<file path="config.mk">
export PLATFORM = sky130hd
export DESIGN_NAME = string_to_integer_parser_top
export DESIGN_NICKNAME = d
export VERILOG_FILES = /design/src/rtl/core/sitp_pkg.sv /design/src/rtl/core/string_to_integer_parser_top.sv
export SDC_FILE = /design/constraint.sdc
export NUM_CORES = 1
export LEC_CHECK = 0
export ABC_AREA = 1
export BUFFER_PORTS_ARGS = -buffer_cell sky130_fd_sc_hd__buf_4
export CAP_MARGIN = 10
export CORE_AREA = 2 2 164 166
export CTS_BUF_LIST = sky130_fd_sc_hd__clkbuf_8
export DETAILED_ROUTE_END_ITERATION = 10
export DIE_AREA = 0 0 166 168
export PLACE_DENSITY = 0.7
export SETUP_SLACK_MARGIN = 0.2
export SLEW_MARGIN = 20
export SYNTH_ARGS = -nofsm -noshare
export SYNTH_HDL_FRONTEND = slang
export SYNTH_SLANG_ARGS = --single-unit
</file>
<file path="constraint.sdc">
create_clock -name clk -period 9.4 [get_ports clk]
set_clock_uncertainty 0.1 [all_clocks]
set_input_delay 0.47 -clock clk [delete_from_list [all_inputs] [get_ports clk]]
set_output_delay 0.47 -clock clk [all_outputs]
set_load 0.05 [all_outputs]
</file>
<file path="src/rtl/core/sitp_pkg.sv">
// package: phase and base codes, character classes and digit decoding for the parser
`timescale 1ns / 1ps

package sitp_pkg;

	localparam int unsigned ValueW = 32;
	localparam int unsigned TailW  = 16;
	localparam int unsigned MaxString = 65535;
	localparam logic [TailW-1:0] TailLimit =
		(MaxString < 65535) ? TailW'(MaxString) : TailW'(65535);

	localparam logic [7:0] ChZero  = 8'h30;
	localparam logic [7:0] ChOne   = 8'h31;
	localparam logic [7:0] ChSeven = 8'h37;
	localparam logic [7:0] ChNine  = 8'h39;
	localparam logic [7:0] ChLowA  = 8'h61;
	localparam logic [7:0] ChLowF  = 8'h66;
	localparam logic [7:0] ChUpA   = 8'h41;
	localparam logic [7:0] ChUpF   = 8'h46;
	localparam logic [7:0] ChLowX  = 8'h78;
	localparam logic [7:0] ChPlus  = 8'h2b;
	localparam logic [7:0] ChMinus = 8'h2d;
	localparam logic [7:0] LowAOff = 8'h57;
	localparam logic [7:0] UpAOff  = 8'h37;

	typedef enum logic [2:0] {
		PH_DONE   = 3'd0,
		PH_SPACE  = 3'd1,
		PH_PLUS   = 3'd2,
		PH_MINUS  = 3'd3,
		PH_DIGITS = 3'd4
	} phase_t;

	typedef enum logic [1:0] {
		BASE_2  = 2'd0,
		BASE_8  = 2'd1,
		BASE_10 = 2'd2,
		BASE_16 = 2'd3
	} base_t;

	typedef enum logic [2:0] {
		SEL_DEFAULT = 3'd0,
		SEL_TWO     = 3'd1,
		SEL_EIGHT   = 3'd2,
		SEL_TEN     = 3'd3,
		SEL_SIXTEEN = 3'd4
	} radix_sel_t;

	function automatic base_t base_of(input logic [2:0] sel);
		base_t b;
		unique case (sel)
			SEL_TWO:     b = BASE_2;
			SEL_EIGHT:   b = BASE_8;
			SEL_SIXTEEN: b = BASE_16;
			default:     b = BASE_10;
		endcase
		return b;
	endfunction

	function automatic logic is_blank(input logic [7:0] c);
		return (c == 8'h09) || (c == 8'h0a) || (c == 8'h0b) || (c == 8'h0c) ||
			(c == 8'h0d) || (c == 8'h20);
	endfunction

	function automatic logic is_digit(input logic [7:0] c, input base_t b);
		logic ok;
		unique case (b)
			BASE_2:  ok = (c >= ChZero) && (c <= ChOne);
			BASE_8:  ok = (c >= ChZero) && (c <= ChSeven);
			BASE_16: ok = ((c >= ChZero) && (c <= ChNine)) ||
				((c >= ChLowA) && (c <= ChLowF)) || ((c >= ChUpA) && (c <= ChUpF));
			default: ok = (c >= ChZero) && (c <= ChNine);
		endcase
		return ok;
	endfunction

	function automatic logic [3:0] digit_val(input logic [7:0] c);
		logic [7:0] d;
		if (c >= ChLowA) begin
			d = c - LowAOff;
		end else if (c >= ChUpA) begin
			d = c - UpAOff;
		end else begin
			d = c - ChZero;
		end
		return d[3:0];
	endfunction

	function automatic logic [ValueW-1:0] mul_base(input logic [ValueW-1:0] a, input base_t b);
		logic [ValueW-1:0] r;
		unique case (b)
			BASE_2:  r = a << 1;
			BASE_8:  r = a << 3;
			BASE_16: r = a << 4;
			default: r = (a << 3) + (a << 1);
		endcase
		return r;
	endfunction

endpackage

</file>
<file path="src/rtl/core/string_to_integer_parser_top.sv">
// A word accepted goes to the input register, then to the result register when that one can advance.
// One word per cycle unless out_ready stalls; the state loop is one short multiply-add by shifts.
// While a finished result waits on out_ready the input register takes one more word, then stalls.
// Reset: arst_n, asynchronous, active low; parse ended and awaiting a start, no result pending.
// Words before the first start give value 0, tail_count 0, done_res 1.
// top level: character stream to integer parser
`timescale 1ns / 1ps

module string_to_integer_parser_top
	import sitp_pkg::*;
(
	input  logic                     clk,
	input  logic                     arst_n,
	input  logic                     in_valid,
	output logic                     in_ready,
	input  logic [7:0]               ch,
	input  logic                     start_req,
	input  logic [2:0]               radix_sel,
	output logic                     out_valid,
	input  logic                     out_ready,
	output logic signed [ValueW-1:0] value,
	output logic [TailW-1:0]         tail_count,
	output logic                     done_res
);

	logic             valid_s1;
	logic [7:0]       ch_s1;
	logic             start_s1;
	logic [2:0]       sel_s1;

	logic             valid_s2;
	logic [ValueW-1:0] value_s2;
	logic [TailW-1:0] tail_s2;
	logic             done_s2;

	phase_t           phase_q;
	logic             minus_q;
	logic [ValueW-1:0] acc_q;
	logic [TailW-1:0] pos_q;
	base_t            base_q;
	logic             fwz_q;

	phase_t           phase_e, phase_d;
	logic             minus_e, minus_d;
	logic [ValueW-1:0] acc_e, acc_d;
	logic [TailW-1:0] pos_e, pos_d, pos_inc;
	base_t            base_e, base_d;
	logic             fwz_e, fwz_d;
	logic             done_d;
	logic             adv;

	assign adv      = !valid_s2 || out_ready;
	assign in_ready = !valid_s1 || adv;

	always_ff @(posedge clk or negedge arst_n) begin
		if (!arst_n) begin
			valid_s1 <= 1'b0;
		end else if (in_ready) begin
			valid_s1 <= in_valid;
		end
	end

	always_ff @(posedge clk) begin
		if (in_ready && in_valid) begin
			ch_s1    <= ch;
			start_s1 <= start_req;
			sel_s1   <= radix_sel;
		end
	end

	// state as seen by the word: the fresh state after a start, else the held state
	always_comb begin
		if (start_s1) begin
			phase_e = PH_SPACE;
			minus_e = 1'b0;
			acc_e   = '0;
			pos_e   = '0;
			base_e  = base_of(sel_s1);
			fwz_e   = 1'b0;
		end else begin
			phase_e = phase_q;
			minus_e = minus_q;
			acc_e   = acc_q;
			pos_e   = pos_q;
			base_e  = base_q;
			fwz_e   = fwz_q;
		end
	end

	assign pos_inc = (pos_e < TailLimit) ? pos_e + TailW'(1) : pos_e;

	always_comb begin
		phase_d = phase_e;
		minus_d = minus_e;
		acc_d   = acc_e;
		pos_d   = pos_e;
		base_d  = base_e;
		fwz_d   = fwz_e;
		done_d  = 1'b0;
		if (phase_e == PH_DONE) begin
			done_d = 1'b1;
		end else begin
			fwz_d = 1'b0;
			priority if (fwz_e && ch_s1 == ChLowX) begin
				base_d  = BASE_16;
				phase_d = PH_SPACE;
				acc_d   = '0;
				minus_d = 1'b0;
				pos_d   = pos_inc;
			end else if (phase_e == PH_SPACE && is_blank(ch_s1)) begin
				pos_d = pos_inc;
			end else if (phase_e == PH_SPACE && ch_s1 == ChPlus) begin
				phase_d = PH_PLUS;
				pos_d   = pos_inc;
			end else if ((phase_e == PH_SPACE || phase_e == PH_PLUS) && ch_s1 == ChMinus) begin
				minus_d = 1'b1;
				phase_d = PH_MINUS;
				pos_d   = pos_inc;
			end else if (is_digit(ch_s1, base_e)) begin
				fwz_d   = (pos_e == '0) && (ch_s1 == ChZero);
				acc_d   = mul_base(acc_e, base_e) + ValueW'(digit_val(ch_s1));
				phase_d = PH_DIGITS;
				pos_d   = pos_inc;
			end else begin
				phase_d = PH_DONE;
				done_d  = 1'b1;
			end
		end
	end

	always_ff @(posedge clk or negedge arst_n) begin
		if (!arst_n) begin
			phase_q  <= PH_DONE;
			minus_q  <= 1'b0;
			acc_q    <= '0;
			pos_q    <= '0;
			base_q   <= BASE_10;
			fwz_q    <= 1'b0;
			valid_s2 <= 1'b0;
		end else if (adv) begin
			valid_s2 <= valid_s1;
			if (valid_s1) begin
				phase_q <= phase_d;
				minus_q <= minus_d;
				acc_q   <= acc_d;
				pos_q   <= pos_d;
				base_q  <= base_d;
				fwz_q   <= fwz_d;
			end
		end
	end

	always_ff @(posedge clk) begin
		if (adv && valid_s1) begin
			value_s2 <= minus_d ? (ValueW'(0) - acc_d) : acc_d;
			tail_s2  <= pos_d;
			done_s2  <= done_d;
		end
	end

	assign out_valid  = valid_s2;
	assign value      = value_s2;
	assign tail_count = tail_s2;
	assign done_res   = done_s2;

`ifndef SYNTH
	a_ready_when_empty: assert property (@(posedge clk) disable iff (!arst_n)
		!valid_s2 |-> in_ready)
		else $error("input stalled with no result pending");

	a_taken_advances: assert property (@(posedge clk) disable iff (!arst_n)
		valid_s2 && !done_s2 |-> tail_s2 != '0)
		else $error("taken word left tail at zero");

	a_done_sticky: assert property (@(posedge clk) disable iff (!arst_n)
		adv && valid_s1 && !start_s1 && phase_q == PH_DONE |=> done_s2 && tail_s2 == $past(pos_q))
		else $error("word after end changed result");
`endif

endmodule
</file>
# [Word-level counts from Yosys, hierarchy flattened]
# Cells that the tools add are included.
[classes] add_sub_neg=7 order_cmp=9 n_eq_ne=17 n_mux=66 n_reduce_logical=28
[op_table] op="$mux 32" count=14
[op_table] op="$mux 16" count=8
[op_table] op="$pmux 32 s3" count=1
[op_table] op="$eq 8x4->1 const B" count=5
[op_table] op="$add 32x32->32" count=1
[op_table] op="$add 32x4->32" count=1
[op_table] op="$eq 8x6->1 const B" count=4
[op_table] op="$mux 4" count=8
[op_table] op="$sub 1x32->32 const A" count=1
[op_table] op="$le 8x6->1 const B" count=3
[op_table] op="$mux 1" count=23
[op_table] op="$mux 3" count=7
[op_table] op="$add 16x1->16 const B" count=1
[op_table] op="$ge 8x7->1 const B" count=2
[op_table] op="$le 8x7->1 const B" count=2
[op_table] op="$logic_not 16->1" count=1
[op_table] op="$lt 16x16->1 const B" count=1
[op_table] op="$logic_and 1x1->1" count=12
[op_table] op="$logic_or 1x1->1" count=10
[op_table] op="$eq 8x7->1 const B" count=1
[op_table] op="$ge 8x6->1 const B" count=1
[op_table] op="$sub 4x3->4 const B" count=2
[op_table] op="$eq 3x1->1 const B" count=2
[op_table] op="$eq 3x2->1 const B" count=2
[op_table] op="other kinds (11)" count=14
[totals] regBits=118 in_bits=16

# [Longest topological paths before layout]
[depth] depth_word=25 ltp_mapped=36

# [Worst setup path before layout]
# No wires, ideal clock.
[synth_path] path_kind="register to register" startpoint="register start_s1" endpoint="register value_s2[31], in the netlist value[31], data pin" setup_time_ns=0.249 arrival_ns=3.805 t_required_ns=9.051 path_slack_ns=5.246 stages_incl_launch_ff=30 n_path_buf=5 cell_sequence="edfxtp_1 > buf_6 > buf_6 > buf_2 > buf_2 > buf_1 > nor3_1 > ha_1 > inv_1 > fa_1 > inv_1 > a21oi_1 > inv_1 > nand3_2 > nor3_4 > nand2_2 > nor2_4 > nand2_4 > nor2_4 > nand2_2 > nand2_1 > nand3_2 > a21oi_4 > nand3_2 > nor2_2 > nand2_2 > o21ai_2 > nand3_1 > nand2_1 > inv_1"
[synth_via] elab_chain_cells=18
[synth_rtl] item="start, declared" line_no="string_to_integer_parser_top.sv:28" source="logic start_s1;"
[synth_rtl] item="start signal, assigned" line_no="string_to_integer_parser_top.sv:66" source="start_s1 <= start_req;"
[synth_rtl] item="$mux 32 / $mux 2 (equally long branches)" line_no="string_to_integer_parser_top.sv:73" source="if (start_s1) begin"
[synth_rtl] item="$add 32x32->32, or another cell as far along" line_no="sitp_pkg.sv:95" source="default: r = (a << 3) + (a << 1);"
[synth_rtl] item="$pmux 32 s3" line_no="sitp_pkg.sv:91" source="unique case (b)"
[synth_rtl] item="$mux 32" line_no="string_to_integer_parser_top.sv:119" source="end else if (is_digit(ch_s1, base_e)) begin"
[synth_rtl] item="$mux 32" line_no="string_to_integer_parser_top.sv:115" source="end else if ((phase_e == PH_SPACE || phase_e == PH_PLUS) && ch_s1 == ChMinus) begin"
[synth_rtl] item="$mux 32" line_no="string_to_integer_parser_top.sv:112" source="end else if (phase_e == PH_SPACE && ch_s1 == ChPlus) begin"
[synth_rtl] item="$mux 32" line_no="string_to_integer_parser_top.sv:110" source="end else if (phase_e == PH_SPACE && is_blank(ch_s1)) begin"
[synth_rtl] item="$mux 32" line_no="string_to_integer_parser_top.sv:104" source="priority if (fwz_e && ch_s1 == ChLowX) begin"
[synth_rtl] item="[2 not listed]"
[synth_rtl] item="$mux 32" line_no="string_to_integer_parser_top.sv:119"
[synth_rtl] item="$mux 32" line_no="string_to_integer_parser_top.sv:115"
[synth_rtl] item="$mux 32" line_no="string_to_integer_parser_top.sv:112"
[synth_rtl] item="$mux 32" line_no="string_to_integer_parser_top.sv:110"
[synth_rtl] item="$mux 32" line_no="string_to_integer_parser_top.sv:104"
[synth_rtl] item="$mux 32" line_no="string_to_integer_parser_top.sv:100" source="if (phase_e == PH_DONE) begin"
[synth_rtl] item="$sub 1x32->32" line_no="string_to_integer_parser_top.sv:155" source="value_s2 <= minus_d ? (ValueW'(0) - acc_d) : acc_d;"
[synth_rtl] item="$mux 32 (*)" line_no="string_to_integer_parser_top.sv:155"
[synth_rtl] item="end signal, assigned" line_no="string_to_integer_parser_top.sv:155"
[synth_rtl] item="end, declared" line_no="string_to_integer_parser_top.sv:32" source="logic [ValueW-1:0] value_s2;"
# Every way passes the cells marked *; elsewhere a longest branch is shown, timed or not. The select of a mux whose other input is x is not followed.
# A chain may end at the register's enable or synchronous reset.

# [Worst setup path in the final report]
[layout_path] startpoint="register start_s1" endpoint="register value_s2[30], in the netlist value[30], data pin"
# Same word-level chain as after synthesis.

==> results.ini <==
[cells_and_area]
antennaDiodeCount = 0
nets = 1841
drive_above_1_share_pct = 16.5
areaGrowthSynthToFinish_pct = 9.08
filler_cell_count = 2670

[floorplan]
core-area_mm2 = 0.0264
initial_core_util_pct = 43.9
rows = 60
die_h_um = 168
die_area_mm2 = 0.0279
io_pins = 67
die_x_um = 166

[clock_tree]
clockRootBuffer = clkbuf_8
clk_pin_slew_ps = 90
insertion_delay_ps = 470
h-tree-depth = 4
holdBufCountCts = 0
cts_setup_buffers = 0
cts_tree = yes
cts.repair.resized = 0
cts_buffer_depth = 2
clkSinkCount = 118
cts_buffers = 17

[logic_synthesis]
synth_mux_area_share_pct = 0
netlist.area_leader.share_pct = 16.1
syn_inst = 1765
synthDistinctLibCells = 66
synth_edf_count = 61
synth_area_leaders = nand2_1 16%, edfxtp_1 16%, dfrtp_1 12%
synth_seq_cells = 118
synth_simple_gate_area_share_pct = 40.7
synthXorXnorAreaFrac_pct = 2.80
synth-compound-area-share_pct = 14.5
ys_seq_area_share_pct = 28.2
synthAdderAreaFrac_pct = 2.34
synth_ff_type = edfxtp_1
synth_area_per_cell_um2 = 6.55
synth_top_area_cell = nand2_1
netlist_area_mm2 = 0.0116
yosys_warnings = 0
synth_top_family_by_area = simple AND/OR/NAND/NOR gates
ys_async_sr_fraction_pct = 48.3
syn_nets = 1802

[power]
power_frac_clock_pct = 16.6
peakVddDrop_v = 0.000113
pwr-share-seq_pct = 26.4
power_density_mw_per_mm2 = 249
power_leakage_nw = 5.93
netSwitchingPower_w = 0.00166
pwr-share-comb_pct = 57.0
power.internal_w = 0.00148
swShare_pct = 52.8

[hold_path]
hold_path_class = primary input to asynchronous set/reset pin

[global_route]
grt_max_degree = 62
grt_usage_pct = 25.6
antenna_found_initial = 0
grt_overflow = 0
grt_pass1_vias = 11100
grt_pass1_wl_um = 57800

[worst_setup_path]
worstPathArrival_ps = 5520
slowest_delay_ps = 500
cpMostUsedCell = nor2_1
end_kind = flop
crit_fanout = 44
crit_type = flop to flop
crit_required_ps = 9530
worst_setup_path_start_kind = flop
r2r_slack_ps = 4010
reg2regPathDepth = 29
crit_path_top_delay_cell = buf_4

[sta]
fin_setup_tns_ps = 0
finalHoldViolCount = 12
slew_violations = 0
slew-limit-headroom_pct = 36.7
worst_slack_ps = 4010
fmax_mhz = 185
fin_crit_sh_pct = 57.4
period_needed_ps = 5390
fin_hold_ws_ps = -17.7
rsz0062_at_grt = false
worst_slew_pin_slew_ps = 946
finalSetupViolCount = 0

[drt]
wl_um = 36100
vias = 11900
drt_drc_violations_left = 0
drt-initial-drc-count = 1081
drt_pass1_iterations = 6
drtAntennaViolNets = 0
viasPerCell = 5.49
wire_per_inst_um = 16.7

[placement]
hpwlAfterDp_um = 27800
gp_congestion = 0.970
portBuffers = 66
preCtsSetupSlack_ps = 4160

[run_status]
status = complete, but fails checks
violations = hold timing

[run]
maxCapViolCount = 0

final timing paths:
| kind | startpoint | to |
|---|---|---|
| max | start_s1 | value[30] |
| min | arst_n | pos_q[14] |
| max reg2reg | start_s1 | value[30] |
| min reg2reg | base_q[1] | base_q[1] |
| max in group asynchronous | arst_n | acc_q[21] |
| min in group clk | ch[3] | ch_s1[3] |
power groups by stage:
stage / clock [W] / combinational (W) / sequential, W
2_1_floorplan: 0 / 0.00118 / 0.000985
3_3_place_gp: 0 / 0.00176 / 0.000836
3_5_place_dp: 0 / 0.00177 / 0.000836
4_1_cts: 0.000525 / 0.00178 / 0.000827
5_1_grt: 0.000548 / 0.00196 / 0.000842
6_report: 0.000522 / 0.00179 / 0.000830
synth_stat cells (7+ instances only):
library cell  count
nand2_1         495
inv_1           230
nor2_1          176
nand3_1         128
o21ai_0         107
a21oi_1          71
edfxtp_1         61
dfrtp_1          56
nand2_2          51
nor2_2           35
o22ai_1          30
xor2_1           25
nand4_1          23
clkbuf_1         22
inv_2            21
ha_1             20
nand2_4          19
nand3_2          19
o21ai_1          17
nor2_4           14
o221ai_1         13
nor3_1           12
xnor2_1          12
buf_2             9
buf_6             9
a21oi_2           7
o211ai_1          7
worst max-delay path, delay by kind of cell, from the launching register on:
kind | cells | cell delay [ps]
buffers and inverters | 5 | 1140
DFF | 1 | 330
AOI/OAI and AO/OA | 3 | 330
adders and majority gates | 1 | 170
and+or+nand+nor | 20 | 3000
layout make-up:
type / count / area, um2 / share of cell area (%)
Clock buffer: 17 / 234 / 1.85
Timing Repair Buffer: 72 / 541 / 4.29
Clock inverter: 15 / 189 / 1.50
Multi-Input combinational cell: 1339 / 6980 / 55.3
Tap cell: 341 / 427 / 3.38
Sequential cell: 118 / 3260 / 25.8
Inverter: 256 / 983 / 7.80
sequential cells by signal, indices dropped and copies added, names as in the netlist, 2 cells and up:
signal      cells
phase_q         3
ch_s1           8
sel_s1          3
pos_q          16
base_q          2
tail_count     16
acc_q          32
value          32
cell families after synthesis:
group,after synthesis
buffers and inverters,308
AO/OA/AOI/OAI,283
XOR/XNOR,37
AND/OR/NAND/NOR,998
adder cells (fa/ha/maj),21
flip-flops,118
per-stage QoR:
step	instances	power [W]	instance area, um2	utilization (%)
2_1_floorplan	1765	0.00216	11600	-
3_3_place_gp	2126	0.00259	12200	46.3
3_5_place_dp	2126	0.00261	12200	46.3
4_1_cts	2158	0.00313	12600	47.9
5_1_grt	2158	0.00335	12600	47.9
6_report	2158	0.00314	12600	47.9
layer usage:
metal  up-vias  global-route usage [%]  part of all wire (%)
met5         -                       0                     0
met3        94                    3.41                   5.0
met1      5510                    32.5                    43
li1       5830                       -                     -
met4         0                    11.3                   4.3
met2       419                    43.7                    48
placed cells by master (no fill, tap or decap), types with 25 or more instances in the layout:
master / count
a21oi_1: 71
buf_4: 72
nand3_1: 128
nand2_1: 494
dfrtp_1: 56
o21ai_0: 107
edfxtp_1: 61
xor2_1: 25
nor2_2: 35
nor2_1: 175
nand2_2: 52
inv_1: 229
o22ai_1: 30
Note: power is estimated with default switching activity, not from simulation.
